==> config.mk <==
export PLATFORM = sky130hd
export DESIGN_NAME = packet_airtime_calc
export DESIGN_NICKNAME = d
export VERILOG_FILES = /design/src/rtl/pac_pkg.sv /design/src/rtl/pac_front.sv /design/src/rtl/pac_queue.sv /design/src/rtl/pac_back.sv /design/src/rtl/packet_airtime_calc.sv
export VERILOG_INCLUDE_DIRS = /design/src /design/src/rtl
export SDC_FILE = /design/constraint.sdc
export NUM_CORES = 1
export LEC_CHECK = 0
export BUFFER_PORTS_ARGS = -buffer_cell sky130_fd_sc_hd__buf_2
export CAP_MARGIN = 20
export CORE_ASPECT_RATIO = 0.7
export CORE_UTILIZATION = 51
export CTS_BUF_LIST = sky130_fd_sc_hd__clkbuf_4
export CTS_CLUSTER_DIAMETER = 80
export DETAILED_ROUTE_END_ITERATION = 12
export PLACE_DENSITY = 0.7
export SYNTH_ARGS = -nofsm -noshare
export SYNTH_HDL_FRONTEND = slang
export SYNTH_SLANG_ARGS = --single-unit
==> constraint.sdc <==
create_clock -name clk -period 8.4 [get_ports clk]
set_input_delay 1.68 -clock clk [delete_from_list [all_inputs] [get_ports clk]]
set_output_delay 1.68 -clock clk [all_outputs]
set_load 0.01 [all_outputs]
==> src/rtl/assert_macros.svh <==
// Assertion macros shared by the airtime calculator RTL.
`ifndef ASSERT_MACROS_SVH
`define ASSERT_MACROS_SVH

// Property must hold on every clock edge outside reset.
`define ASSERT_ALWAYS(lbl, clk_i, rstn_i, prop, msg) \
  lbl: assert property (@(posedge clk_i) disable iff (!rstn_i) (prop)) else $error(msg);

// Consequent must hold on the edge after the antecedent.
`define ASSERT_NEXT(lbl, clk_i, rstn_i, ante, cons, msg) \
  lbl: assert property (@(posedge clk_i) disable iff (!rstn_i) (ante) |=> (cons)) else $error(msg);

`endif

==> src/rtl/pac_pkg.sv <==
// Shared types, widths and constants of the airtime calculator.
package pac_pkg;

  localparam int PREAMBLE_SYMBOLS = 8;

  localparam int PL_W      = 8;
  localparam int SF_W      = 4;
  localparam int CR_W      = 3;
  localparam int BW_W      = 2;
  localparam int AIR_W     = 24;
  localparam int SYM_W     = 10;
  localparam int DIV_W     = 10;
  localparam int RECIP_W   = 14;
  localparam int RECIP_SH  = 16;
  localparam int PROD_W    = DIV_W + RECIP_W;
  localparam int BLK_W     = 8;
  localparam int SHIFT_W   = 4;
  localparam int QTR_W     = 12;
  localparam int SCALED_W  = QTR_W + 13;
  localparam int ADDR_W    = 4;
  localparam int DATA_W    = 32;
  localparam int REG_IDX_W = 2;

  localparam int QUEUE_DEPTH = 2;
  localparam int QPTR_W      = $clog2(QUEUE_DEPTH);
  localparam int QCNT_W      = $clog2(QUEUE_DEPTH + 1);

  localparam logic [SF_W-1:0] SF_MIN   = 4'd6;
  localparam logic [SF_W-1:0] SF_MAX   = 4'd12;
  localparam logic [SF_W-1:0] SF_DE_LO = 4'd11;
  localparam logic [SF_W-1:0] SF_RESET = 4'd7;
  localparam logic [CR_W-1:0] CR_MIN   = 3'd1;
  localparam logic [CR_W-1:0] CR_MAX   = 3'd4;
  localparam logic [CR_W-1:0] CR_RESET = 3'd1;
  localparam logic [BW_W-1:0] BW_125   = 2'd0;
  localparam logic [BW_W-1:0] BW_250   = 2'd1;
  localparam logic [BW_W-1:0] BW_500   = 2'd2;
  localparam logic [BW_W-1:0] BW_RESET = BW_125;

  localparam logic [REG_IDX_W-1:0] REG_SF = 2'd0;
  localparam logic [REG_IDX_W-1:0] REG_CR = 2'd1;
  localparam logic [REG_IDX_W-1:0] REG_BW = 2'd2;

  // Payload numerator in units of 4: (28 + 16) / 4 and 20 / 4.
  localparam logic [DIV_W-1:0] NUM_BIAS = DIV_W'((28 + 16) / 4);
  localparam logic [SF_W-1:0]  IH_BIAS  = SF_W'(20 / 4);
  localparam logic [SYM_W-1:0] PAYLOAD_BASE = SYM_W'(8);
  localparam logic [SHIFT_W-1:0] CR_BASE = SHIFT_W'(4);
  // Preamble length in quarter symbols.
  localparam logic [QTR_W-1:0] PRE_QUARTERS = QTR_W'(4 * PREAMBLE_SYMBOLS + 17);

  typedef struct packed {
    logic [DIV_W-1:0]   dividend;
    logic [RECIP_W-1:0] recip;
    logic [CR_W-1:0]    cr;
    logic [SHIFT_W-1:0] shift;
    logic               de;
    logic               ih;
  } job_t;

  // ceil(2^16 / d) for the divisors 6..12; exact for dividends below 1024.
  function automatic logic [RECIP_W-1:0] recip_lut(input logic [SF_W-1:0] d);
    logic [RECIP_W-1:0] r;
    case (d)
      4'd6:    r = 14'd10923;
      4'd7:    r = 14'd9363;
      4'd8:    r = 14'd8192;
      4'd9:    r = 14'd7282;
      4'd10:   r = 14'd6554;
      4'd11:   r = 14'd5958;
      4'd12:   r = 14'd5462;
      default: r = 14'd8192;
    endcase
    return r;
  endfunction

endpackage

==> src/rtl/pac_front.sv <==
// Front end: clamps configuration, classifies the request and forms the divide job.
module pac_front (
  input  logic                        in_valid,
  input  logic [pac_pkg::PL_W-1:0]    in_payload_length,
  input  logic [pac_pkg::SF_W-1:0]    cfg_sf,
  input  logic [pac_pkg::CR_W-1:0]    cfg_cr,
  input  logic [pac_pkg::BW_W-1:0]    cfg_bw,
  input  logic                        q_full,
  output logic                        in_stall,
  output logic                        push,
  output pac_pkg::job_t               job
);
  import pac_pkg::*;

  logic [SF_W-1:0]  sf_s;
  logic [CR_W-1:0]  cr_s;
  logic [BW_W-1:0]  bw_s;
  logic             de;
  logic             ih;
  logic [SF_W-1:0]  d;
  logic [SF_W-1:0]  b;
  logic [DIV_W-1:0] a;
  logic             num_pos;

  always_comb begin
    if (cfg_sf < SF_MIN) sf_s = SF_MIN;
    else if (cfg_sf > SF_MAX) sf_s = SF_MAX;
    else sf_s = cfg_sf;

    if (cfg_cr < CR_MIN) cr_s = CR_MIN;
    else if (cfg_cr > CR_MAX) cr_s = CR_MAX;
    else cr_s = cfg_cr;

    bw_s = (cfg_bw > BW_500) ? BW_500 : cfg_bw;
  end

  assign de = (bw_s == BW_125) && (sf_s >= SF_DE_LO);
  assign ih = (sf_s == SF_MIN);
  assign d  = sf_s - {{(SF_W-2){1'b0}}, de, 1'b0};
  assign b  = sf_s + (ih ? IH_BIAS : '0);
  assign a  = {1'b0, in_payload_length, 1'b0} + NUM_BIAS;
  assign num_pos = a > {{(DIV_W-SF_W){1'b0}}, b};

  always_comb begin
    job.dividend = num_pos
                 ? a + {{(DIV_W-SF_W){1'b0}}, d} - DIV_W'(1) - {{(DIV_W-SF_W){1'b0}}, b}
                 : '0;
    job.recip    = recip_lut(d);
    job.cr       = cr_s;
    job.shift    = sf_s + SHIFT_W'(1) - {{(SHIFT_W-BW_W){1'b0}}, bw_s};
    job.de       = de;
    job.ih       = ih;
  end

  assign in_stall = q_full;
  assign push     = in_valid && !q_full;

endmodule

==> src/rtl/pac_queue.sv <==
// Two-entry request queue between the front end and the arithmetic back end.
`include "assert_macros.svh"

module pac_queue (
  input  logic          clk,
  input  logic          rst_n,
  input  logic          push,
  input  pac_pkg::job_t job_in,
  output logic          full,
  input  logic          pop,
  output logic          valid,
  output pac_pkg::job_t job_out
);
  import pac_pkg::*;

  job_t              mem_r [QUEUE_DEPTH];
  logic [QPTR_W-1:0] wr_ptr_r, wr_ptr_nxt;
  logic [QPTR_W-1:0] rd_ptr_r, rd_ptr_nxt;
  logic [QCNT_W-1:0] count_r, count_nxt;
  logic              do_push;
  logic              do_pop;

  assign full    = (count_r == QCNT_W'(QUEUE_DEPTH));
  assign valid   = (count_r != '0);
  assign job_out = mem_r[rd_ptr_r];
  assign do_push = push && !full;
  assign do_pop  = pop && valid;

  always_comb begin
    wr_ptr_nxt = wr_ptr_r;
    rd_ptr_nxt = rd_ptr_r;
    count_nxt  = count_r;
    if (do_push) begin
      wr_ptr_nxt = (wr_ptr_r == QPTR_W'(QUEUE_DEPTH - 1)) ? '0 : wr_ptr_r + QPTR_W'(1);
    end
    if (do_pop) begin
      rd_ptr_nxt = (rd_ptr_r == QPTR_W'(QUEUE_DEPTH - 1)) ? '0 : rd_ptr_r + QPTR_W'(1);
    end
    if (do_push && !do_pop) count_nxt = count_r + QCNT_W'(1);
    else if (do_pop && !do_push) count_nxt = count_r - QCNT_W'(1);
  end

  always_ff @(posedge clk) begin
    if (!rst_n) begin
      wr_ptr_r <= '0;
      rd_ptr_r <= '0;
      count_r  <= '0;
    end else begin
      wr_ptr_r <= wr_ptr_nxt;
      rd_ptr_r <= rd_ptr_nxt;
      count_r  <= count_nxt;
    end
  end

  always_ff @(posedge clk) begin
    if (do_push) mem_r[wr_ptr_r] <= job_in;
  end

  `ASSERT_ALWAYS(a_q_count_bound, clk, rst_n, count_r <= QCNT_W'(QUEUE_DEPTH), "queue overfilled")
  `ASSERT_NEXT(a_q_push_visible, clk, rst_n, do_push && !do_pop, valid, "pushed request not visible")

endmodule

==> src/rtl/pac_back.sv <==
// Back end: reciprocal divide, symbol count and airtime scaling in three stages.
`include "assert_macros.svh"

module pac_back (
  input  logic                          clk,
  input  logic                          rst_n,
  input  logic                          q_valid,
  input  pac_pkg::job_t                 q_job,
  output logic                          pop,
  output logic                          out_valid,
  input  logic                          out_stall,
  output logic [pac_pkg::AIR_W-1:0]     out_airtime_us,
  output logic [pac_pkg::SYM_W-1:0]     out_payload_symbols,
  output logic                          out_low_rate_opt,
  output logic                          out_implicit_header
);
  import pac_pkg::*;

  logic s1_ready, s2_ready, s3_ready;

  // Stage 1: ceiling quotient via reciprocal multiply.
  logic                s1_valid_r, s1_valid_nxt;
  logic [BLK_W-1:0]    s1_blocks_r;
  logic [CR_W-1:0]     s1_cr_r;
  logic [SHIFT_W-1:0]  s1_shift_r;
  logic                s1_de_r, s1_ih_r;
  logic [PROD_W-1:0]   prod;
  logic [BLK_W-1:0]    s1_blocks_nxt;

  // Stage 2: payload symbol count.
  logic                s2_valid_r, s2_valid_nxt;
  logic [SYM_W-1:0]    s2_sym_r, s2_sym_nxt;
  logic [SHIFT_W-1:0]  s2_shift_r;
  logic                s2_de_r, s2_ih_r;
  logic [SHIFT_W-1:0]  cr_mult;
  logic [BLK_W+SHIFT_W-1:0] blk_prod;

  // Stage 3: output register.
  logic                s3_valid_r, s3_valid_nxt;
  logic [AIR_W-1:0]    s3_air_r, s3_air_nxt;
  logic [SYM_W-1:0]    s3_sym_r;
  logic                s3_de_r, s3_ih_r;
  logic [QTR_W-1:0]    quarters;
  logic [SCALED_W-1:0] scaled;

  assign s3_ready = !s3_valid_r || !out_stall;
  assign s2_ready = !s2_valid_r || s3_ready;
  assign s1_ready = !s1_valid_r || s2_ready;
  assign pop      = q_valid && s1_ready;

  assign prod          = q_job.dividend * q_job.recip;
  assign s1_blocks_nxt = prod[RECIP_SH +: BLK_W];

  assign cr_mult    = {{(SHIFT_W-CR_W){1'b0}}, s1_cr_r} + CR_BASE;
  assign blk_prod   = s1_blocks_r * cr_mult;
  assign s2_sym_nxt = SYM_W'(blk_prod) + PAYLOAD_BASE;

  assign quarters   = PRE_QUARTERS + {s2_sym_r, 2'b00};
  assign scaled     = SCALED_W'(quarters) << s2_shift_r;
  assign s3_air_nxt = (scaled[SCALED_W-1:AIR_W] != '0) ? {AIR_W{1'b1}} : scaled[AIR_W-1:0];

  assign s1_valid_nxt = s1_ready ? q_valid : s1_valid_r;
  assign s2_valid_nxt = s2_ready ? s1_valid_r : s2_valid_r;
  assign s3_valid_nxt = s3_ready ? s2_valid_r : s3_valid_r;

  always_ff @(posedge clk) begin
    if (!rst_n) begin
      s1_valid_r <= 1'b0;
      s2_valid_r <= 1'b0;
      s3_valid_r <= 1'b0;
    end else begin
      s1_valid_r <= s1_valid_nxt;
      s2_valid_r <= s2_valid_nxt;
      s3_valid_r <= s3_valid_nxt;
    end
  end

  always_ff @(posedge clk) begin
    if (s1_ready && q_valid) begin
      s1_blocks_r <= s1_blocks_nxt;
      s1_cr_r     <= q_job.cr;
      s1_shift_r  <= q_job.shift;
      s1_de_r     <= q_job.de;
      s1_ih_r     <= q_job.ih;
    end
    if (s2_ready && s1_valid_r) begin
      s2_sym_r   <= s2_sym_nxt;
      s2_shift_r <= s1_shift_r;
      s2_de_r    <= s1_de_r;
      s2_ih_r    <= s1_ih_r;
    end
    if (s3_ready && s2_valid_r) begin
      s3_air_r <= s3_air_nxt;
      s3_sym_r <= s2_sym_r;
      s3_de_r  <= s2_de_r;
      s3_ih_r  <= s2_ih_r;
    end
  end

  assign out_valid           = s3_valid_r;
  assign out_airtime_us      = s3_air_r;
  assign out_payload_symbols = s3_sym_r;
  assign out_low_rate_opt    = s3_de_r;
  assign out_implicit_header = s3_ih_r;

  `ASSERT_ALWAYS(a_sym_floor, clk, rst_n, !out_valid || out_payload_symbols >= PAYLOAD_BASE, "symbol count below floor")
  `ASSERT_ALWAYS(a_ih_no_de, clk, rst_n, !(out_valid && out_implicit_header && out_low_rate_opt), "implicit header with low rate opt")

endmodule

==> src/rtl/packet_airtime_calc.sv <==
// Top level of the chirp-spread packet airtime calculator.
// Takes one payload length per cycle while in_stall is low and returns the time on air
// in whole microseconds, the payload symbol count and the low-rate-optimisation and
// implicit-header flags. A request is registered in the two-entry request queue; the
// reciprocal multiply on the queue head is registered into the first back-end stage,
// then the symbol-count multiply and the scaling stage follow. Throughput is one request
// per cycle while out_stall is low; under output stall the three back-end stages and the
// queue absorb requests before in_stall rises.
// Registers (APB, 4-byte spacing): 0 spreading factor, 1 coding rate, 2 bandwidth select.
module packet_airtime_calc (
  input  logic                          clk,
  input  logic                          rst_n,
  input  logic                          psel,
  input  logic                          penable,
  input  logic                          pwrite,
  input  logic [pac_pkg::ADDR_W-1:0]    paddr,
  input  logic [pac_pkg::DATA_W-1:0]    pwdata,
  output logic [pac_pkg::DATA_W-1:0]    prdata,
  output logic                          pready,
  input  logic                          in_valid,
  output logic                          in_stall,
  input  logic [pac_pkg::PL_W-1:0]      in_payload_length,
  output logic                          out_valid,
  input  logic                          out_stall,
  output logic [pac_pkg::AIR_W-1:0]     out_airtime_us,
  output logic [pac_pkg::SYM_W-1:0]     out_payload_symbols,
  output logic                          out_low_rate_opt,
  output logic                          out_implicit_header
);
  import pac_pkg::*;

  logic [SF_W-1:0]      sf_r, sf_nxt;
  logic [CR_W-1:0]      cr_r, cr_nxt;
  logic [BW_W-1:0]      bw_r, bw_nxt;
  logic                 wr_en;
  logic [REG_IDX_W-1:0] reg_idx;

  logic push, q_full, q_valid, pop;
  job_t front_job, q_job;

  assign pready  = 1'b1;
  assign wr_en   = psel && penable && pwrite;
  assign reg_idx = paddr[ADDR_W-1:2];

  always_comb begin
    sf_nxt = sf_r;
    cr_nxt = cr_r;
    bw_nxt = bw_r;
    if (wr_en) begin
      case (reg_idx)
        REG_SF:  sf_nxt = pwdata[SF_W-1:0];
        REG_CR:  cr_nxt = pwdata[CR_W-1:0];
        REG_BW:  bw_nxt = pwdata[BW_W-1:0];
        default: ;
      endcase
    end
  end

  always_ff @(posedge clk) begin
    if (!rst_n) begin
      sf_r <= SF_RESET;
      cr_r <= CR_RESET;
      bw_r <= BW_RESET;
    end else begin
      sf_r <= sf_nxt;
      cr_r <= cr_nxt;
      bw_r <= bw_nxt;
    end
  end

  always_comb begin
    case (reg_idx)
      REG_SF:  prdata = {{(DATA_W-SF_W){1'b0}}, sf_r};
      REG_CR:  prdata = {{(DATA_W-CR_W){1'b0}}, cr_r};
      REG_BW:  prdata = {{(DATA_W-BW_W){1'b0}}, bw_r};
      default: prdata = '0;
    endcase
  end

  pac_front u_front (
    .in_valid          (in_valid),
    .in_payload_length (in_payload_length),
    .cfg_sf            (sf_r),
    .cfg_cr            (cr_r),
    .cfg_bw            (bw_r),
    .q_full            (q_full),
    .in_stall          (in_stall),
    .push              (push),
    .job               (front_job)
  );

  pac_queue u_queue (
    .clk     (clk),
    .rst_n   (rst_n),
    .push    (push),
    .job_in  (front_job),
    .full    (q_full),
    .pop     (pop),
    .valid   (q_valid),
    .job_out (q_job)
  );

  pac_back u_back (
    .clk                 (clk),
    .rst_n               (rst_n),
    .q_valid             (q_valid),
    .q_job               (q_job),
    .pop                 (pop),
    .out_valid           (out_valid),
    .out_stall           (out_stall),
    .out_airtime_us      (out_airtime_us),
    .out_payload_symbols (out_payload_symbols),
    .out_low_rate_opt    (out_low_rate_opt),
    .out_implicit_header (out_implicit_header)
  );

endmodule
# [Yosys cells after proc, flatten, opt, wreduce, memory -nomap -nowiden]
# Memory sizes are Yosys's and may differ from the RTL's. A register that Yosys moved wholly into a read port is not among the register bits.
# Index checks and enable logic that the tools add are counted.
[totals] word_cells=103 ram_bits=66 mem_count=1 out_inout_bits=71 inputBits=51 ff_bits=85
[op_classes] n_reduce_logical=28 addsub=15 magnitude_cmp=7 multipliers=2 muxes=17 shifts=1 eq_ne=10
[mem_list] name="u_queue.mem_r" words=2 word_bits=33 read_ports=1 rd_ports_with_merged_regs=1 wr=1 line_no="pac_queue.sv:16" rtl="job_t mem_r [QUEUE_DEPTH];"
[op_table] op="one-hot mux 14 bit (6 select lines)" n=1
[op_table] op="<< shifter 12 x 4 -> 25 bit" n=1
[op_table] op="multiplier 10 x 14 -> 24 bit" n=1
[op_table] op="equality test 4 bit (second input constant)" n=4
[op_table] op="adder 6 x 12 -> 12 bit (first input constant)" n=1
[op_table] op="equality test 4 x 3 -> 1 bit (second input constant)" n=3
[op_table] op="one-hot mux 4 bit (3 select lines)" n=1
[op_table] op="logical AND 1 bit" n=11
[op_table] op="adder 10 x 4 -> 10 bit" n=1
[op_table] op="adder 10 x 4 -> 10 bit (second input constant)" n=1
[op_table] op="adder 9 x 4 -> 10 bit (second input constant)" n=1
[op_table] op="> comparator 10 x 4 -> 1 bit" n=1
[op_table] op="multiplier 8 x 4 -> 10 bit" n=1
[op_table] op="2-to-1 mux 10 bit" n=1
[op_table] op="subtractor 10 x 1 -> 10 bit (second input constant)" n=1
[op_table] op="subtractor 10 x 4 -> 10 bit" n=1
[op_table] op="2-to-1 mux 3 bit" n=3
[op_table] op="2-to-1 mux 4 bit" n=2
[op_table] op="subtractor 4 x 2 -> 4 bit" n=2
[op_table] op="zero test 1 bit" n=7
[op_table] op="2-to-1 mux 1 bit" n=6
[op_table] op="2-to-1 mux 2 bit" n=3
[op_table] op="AND reduction 2 bit" n=3
[op_table] op="adder 3 x 3 -> 4 bit (second input constant)" n=1
[op_table] op="16 further kinds" n=22

# [Depth between registers and ports, before layout]
[depth] word_depth=10 mapped_depth=23 ltp_nobuf=20

# [By module]
# Synthesis repeated with hierarchy kept, for this count alone.
[unflattened] cells_unflattened=1216 hier_area_um2=12811.0
[modules_own_cells] mod="pac_back" n_inst=1 seq_area_each_um2=2132.0 cells_each=826 area_each_um2=8220.4
[modules_own_cells] mod="pac_queue" n_inst=1 seq_area_each_um2=2082.0 cells_each=128 area_each_um2=2610.0
[modules_own_cells] mod="pac_front" n_inst=1 seq_area_each_um2=0.0 cells_each=181 area_each_um2=1267.5
[modules_own_cells] mod="packet_airtime_calc" n_inst=1 seq_area_each_um2=180.2 cells_each=81 area_each_um2=713.2

# [Worst setup path after synthesis]
# OpenSTA, ideal clock, no wires.
[synth_path] path_type="register -> register" from="reg with a tool-made name" to="reg u_back.s1_blocks_r[7] (data pin)" slack_ns=2.410 period_less_slack_ns=5.990 arrival_time_ns=5.723 path_buffers=3 required_ns=8.133 stages_incl_launch_ff=23 setup_time_ns=0.267 cell_sequence="dfxtp_1 > buf_6 > clkbuf_1 > mux2i_1 > clkbuf_1 > nor2_1 > fa_1 > fa_1 > inv_1 > fa_1 > inv_1 > fa_1 > inv_1 > fa_1 > inv_1 > ha_1 > nand4_1 > a2111oi_1 > o31ai_1 > a21oi_1 > o41ai_2 > o21ai_0 > o211ai_1"
[synth_rtl] element="end signal, assigned" line_no="pac_back.sv:80" rtl="s1_blocks_r <= s1_blocks_nxt;"
[synth_rtl] element="end, declared" line_no="pac_back.sv:23" rtl="logic [BLK_W-1:0] s1_blocks_r;"

==> flow_metrics.tcl <==
set metrics [dict create \
    outcome "completed" \
    cts_tree "built" \
    arrival_ns 7.27 \
    cts_root_buf "clkbuf_4" \
    grtUsageTotal 0.210 \
    cap_viol_max_count 0 \
    clk_latency_ns 0.59 \
    dp_hpwl_mm 19.8 \
    ys_seq_area_frac 0.354 \
    clk_pin_slew_ns 0.14 \
    min_delay_path_depth 0 \
    syn_area_um2 12400 \
    viasPerCell 5.32 \
    crit_path_max_incr_delay_ns 0.81 \
    layout-drive-gt1-share 0.126 \
    synth_edf_count 135 \
    h-tree-depth 4 \
    nNetsFinal 1490 \
    worstSetupPathType "reg -> reg" \
    finalHoldViolations 0 \
    min_period_ns 6.89 \
    setup_viol 0 \
    syn-mean-instance-area_um2 10.6 \
    cp_slowest_cell "dfxtp_2" \
    fp.dieW_um 189 \
    path_max_fanout 27 \
    crit_required_ns 8.78 \
    place_congestion 0.886 \
    timing.final.ws_setup_ns 1.51 \
    seqCellArea_um2 4400 \
    first_pass_iters 5 \
    crit_chain "buf_4 -> buf_4 -> mux2i_1 -> nor2_1 -> fa_1 -> fa_1 -> fa_1 -> fa_1 -> inv_1 -> fa_1 -> inv_1 -> ha_1 -> nand4_1 -> o22ai_1 -> a2111oi_0 -> a21oi_1 -> o41ai_2 -> o21ai_0 -> o211ai_1" \
    finalClockSkew_ns 0.0321 \
    start_kind "flop" \
    slew_headroom 0.332 \
    rsz0062_at_grt "false" \
    layout.cells.non_filler 1553 \
    clock_sinks 152 \
    fmax_ghz 0.145 \
    finalMaxSlewViolations 0 \
    core_um2 23800 \
    synth-main-ff-cell "edfxtp_1" \
    antenna_cells 0 \
    io_pins 122 \
    hold_buffers 0 \
    crit_family "adder cells" \
    initial_core_util 0.523 \
    placed_cells 1520 \
    fp.dieH_um 133 \
    grt_remaining_overflow 0 \
    first_global_vias 8129 \
    end_kind "flop" \
    multiInputGateArea_um2 7190 \
    ys_ff_latch 152 \
    post-route-period-util 0.820 \
    fill_cells 2079 \
    ys_async_sr_fraction 0 \
    worst_slew_pin_slew_ns 1.00 \
    synthCells 1171 \
    grt_first_pass_wirelength_mm 41.4 \
    wl_per_cell_um 16.0 \
    yosys.cell_types.count 68 \
    numCtsBuffers 17 \
    path_buf_inv 4 \
    finalSetupTns_ns 0 \
    routed-via-count 8265 \
    rows 47 \
    area.growth.synth_to_final_pct 6.44 \
    port_buffers 62 \
    hold_path_class "reg -> reg" \
    ys_warn_count 0 \
    design.die.area_um2 25000 \
    wirelength_mm 24.8 \
    cp_num_cells 19 \
    cts_setup_buffers 0 \
    antenna_found_initial 0 \
    crit_top_cell "fa_1" \
    drcViolationCount 0 \
    drt_iter0_drc 687 \
    post-place-ws_ns 1.57 \
    cts_max_path_buffers 2 \
    grt_start_max_net_pins 37 \
    r2r_cells 19 \
    cts_resized 0 \
    ant_nets 0 \
]
logic make-up after synthesis:
family	after synthesis	share of synthesized area
buffers and inverters	222	0.0769
adders and majority gates	217	0.282
AOI/OAI and AO/OA	147	0.0754
and+or+nand+nor	312	0.114
muxes	77	0.0675
xor gates and xnor gates	42	0.0296
other	2	0.000605
DFF	152	0.354
state kept, by name, indices dropped and copies added, names as in the netlist, 3 cells and up, named ones only:
| register | flops |
|---|---|
| sf_r | 4 |
| u_back.s1_shift_r | 4 |
| u_back.s2_shift_r | 4 |
| cr_r | 3 |
| u_back.s1_cr_r | 3 |
| u_queue.mem_r | 66 |
| u_back.out_airtime_us | 24 |
| u_back.out_payload_symbols | 10 |
| u_back.s1_blocks_r | 8 |
| u_back.s2_sym_r | 10 |
synth_stat cells (4+ instances only):
cell type	count	area (um2)
mux2_2	40	450
nor3_1	7	35.0
buf_2	5	25.0
inv_1	153	574
nand2b_1	13	81.3
a21boi_0	7	52.6
nand3_1	13	65.1
buf_4	29	218
a21o_1	10	75.1
a21oi_1	41	205
o22ai_1	7	43.8
nor2_1	93	349
xor2_1	15	131
nor2b_1	17	106
clkbuf_1	31	116
fa_1	105	2100
ha_1	112	1400
o31ai_1	5	37.5
and2_1	26	163
xnor2_1	27	236
edfxtp_1	135	4050
nand4_1	7	43.8
dfxtp_1	17	340
o21ai_0	38	190
nand2_1	118	443
o21bai_1	4	30.0
mux2i_1	35	350
through the flow:
stage,area (um2),hold slack (ns),util
final,13200,0.424,0.557
after CTS,13200,0.424,0.556
after global routing,13200,0.444,0.557
after detailed placement,12900,0.405,0.545
after floorplan,12500,0.400,-
after global placement,12900,0.401,0.545
cell usage in the layout (no fill, tap or decap), types with 9 or more instances in the layout:
cell type / n
xnor2_1: 27
a21oi_1: 41
nor2b_1: 17
nand2b_1: 13
nand3_1: 13
conb_1: 29
inv_1: 153
mux2_2: 40
xor2_1: 15
dfxtp_1: 16
o21ai_0: 38
mux2i_1: 35
ha_1: 112
and2_1: 26
clkbuf_4: 17
nor2_1: 92
buf_4: 9
a21o_1: 10
edfxtp_1: 135
nand2_1: 118
fa_1: 105
buf_2: 62
path summary, 6_finish.rpt:
path              slack (ns)                     start                              endpoint
setup / recovery        1.51                      flop       u_back.s1_blocks_r[7]$_DFFE_PP_
hold / removal          0.42  u_back.s2_ih_r$_DFFE_PP_  u_back.out_implicit_header$_DFFE_PP_
setup reg to reg        1.51                      flop       u_back.s1_blocks_r[7]$_DFFE_PP_
hold reg to reg         0.42  u_back.s2_ih_r$_DFFE_PP_  u_back.out_implicit_header$_DFFE_PP_
routing by layer:
metal	global-route usage	routed length, um	vias to the layer above
met4	0.0470	239	0
met5	0	0	-
met1	0.322	12700	4020
met2	0.300	10400	249
met3	0.0456	1540	25
li1	-	-	3971
layout make-up:
cell class,count,share of cell area
sequential,152,0.332
clock buffer,17,0.00965
inverter,155,0.0440
multi-input combinational,824,0.544
tap,318,0.0301
clock inverter,15,0.0101
timing repair buffer,72,0.0301
Power is left out: the tool's default activity adds up to more than one toggle a clock period on the data nets, which glitch-free logic cannot reach.
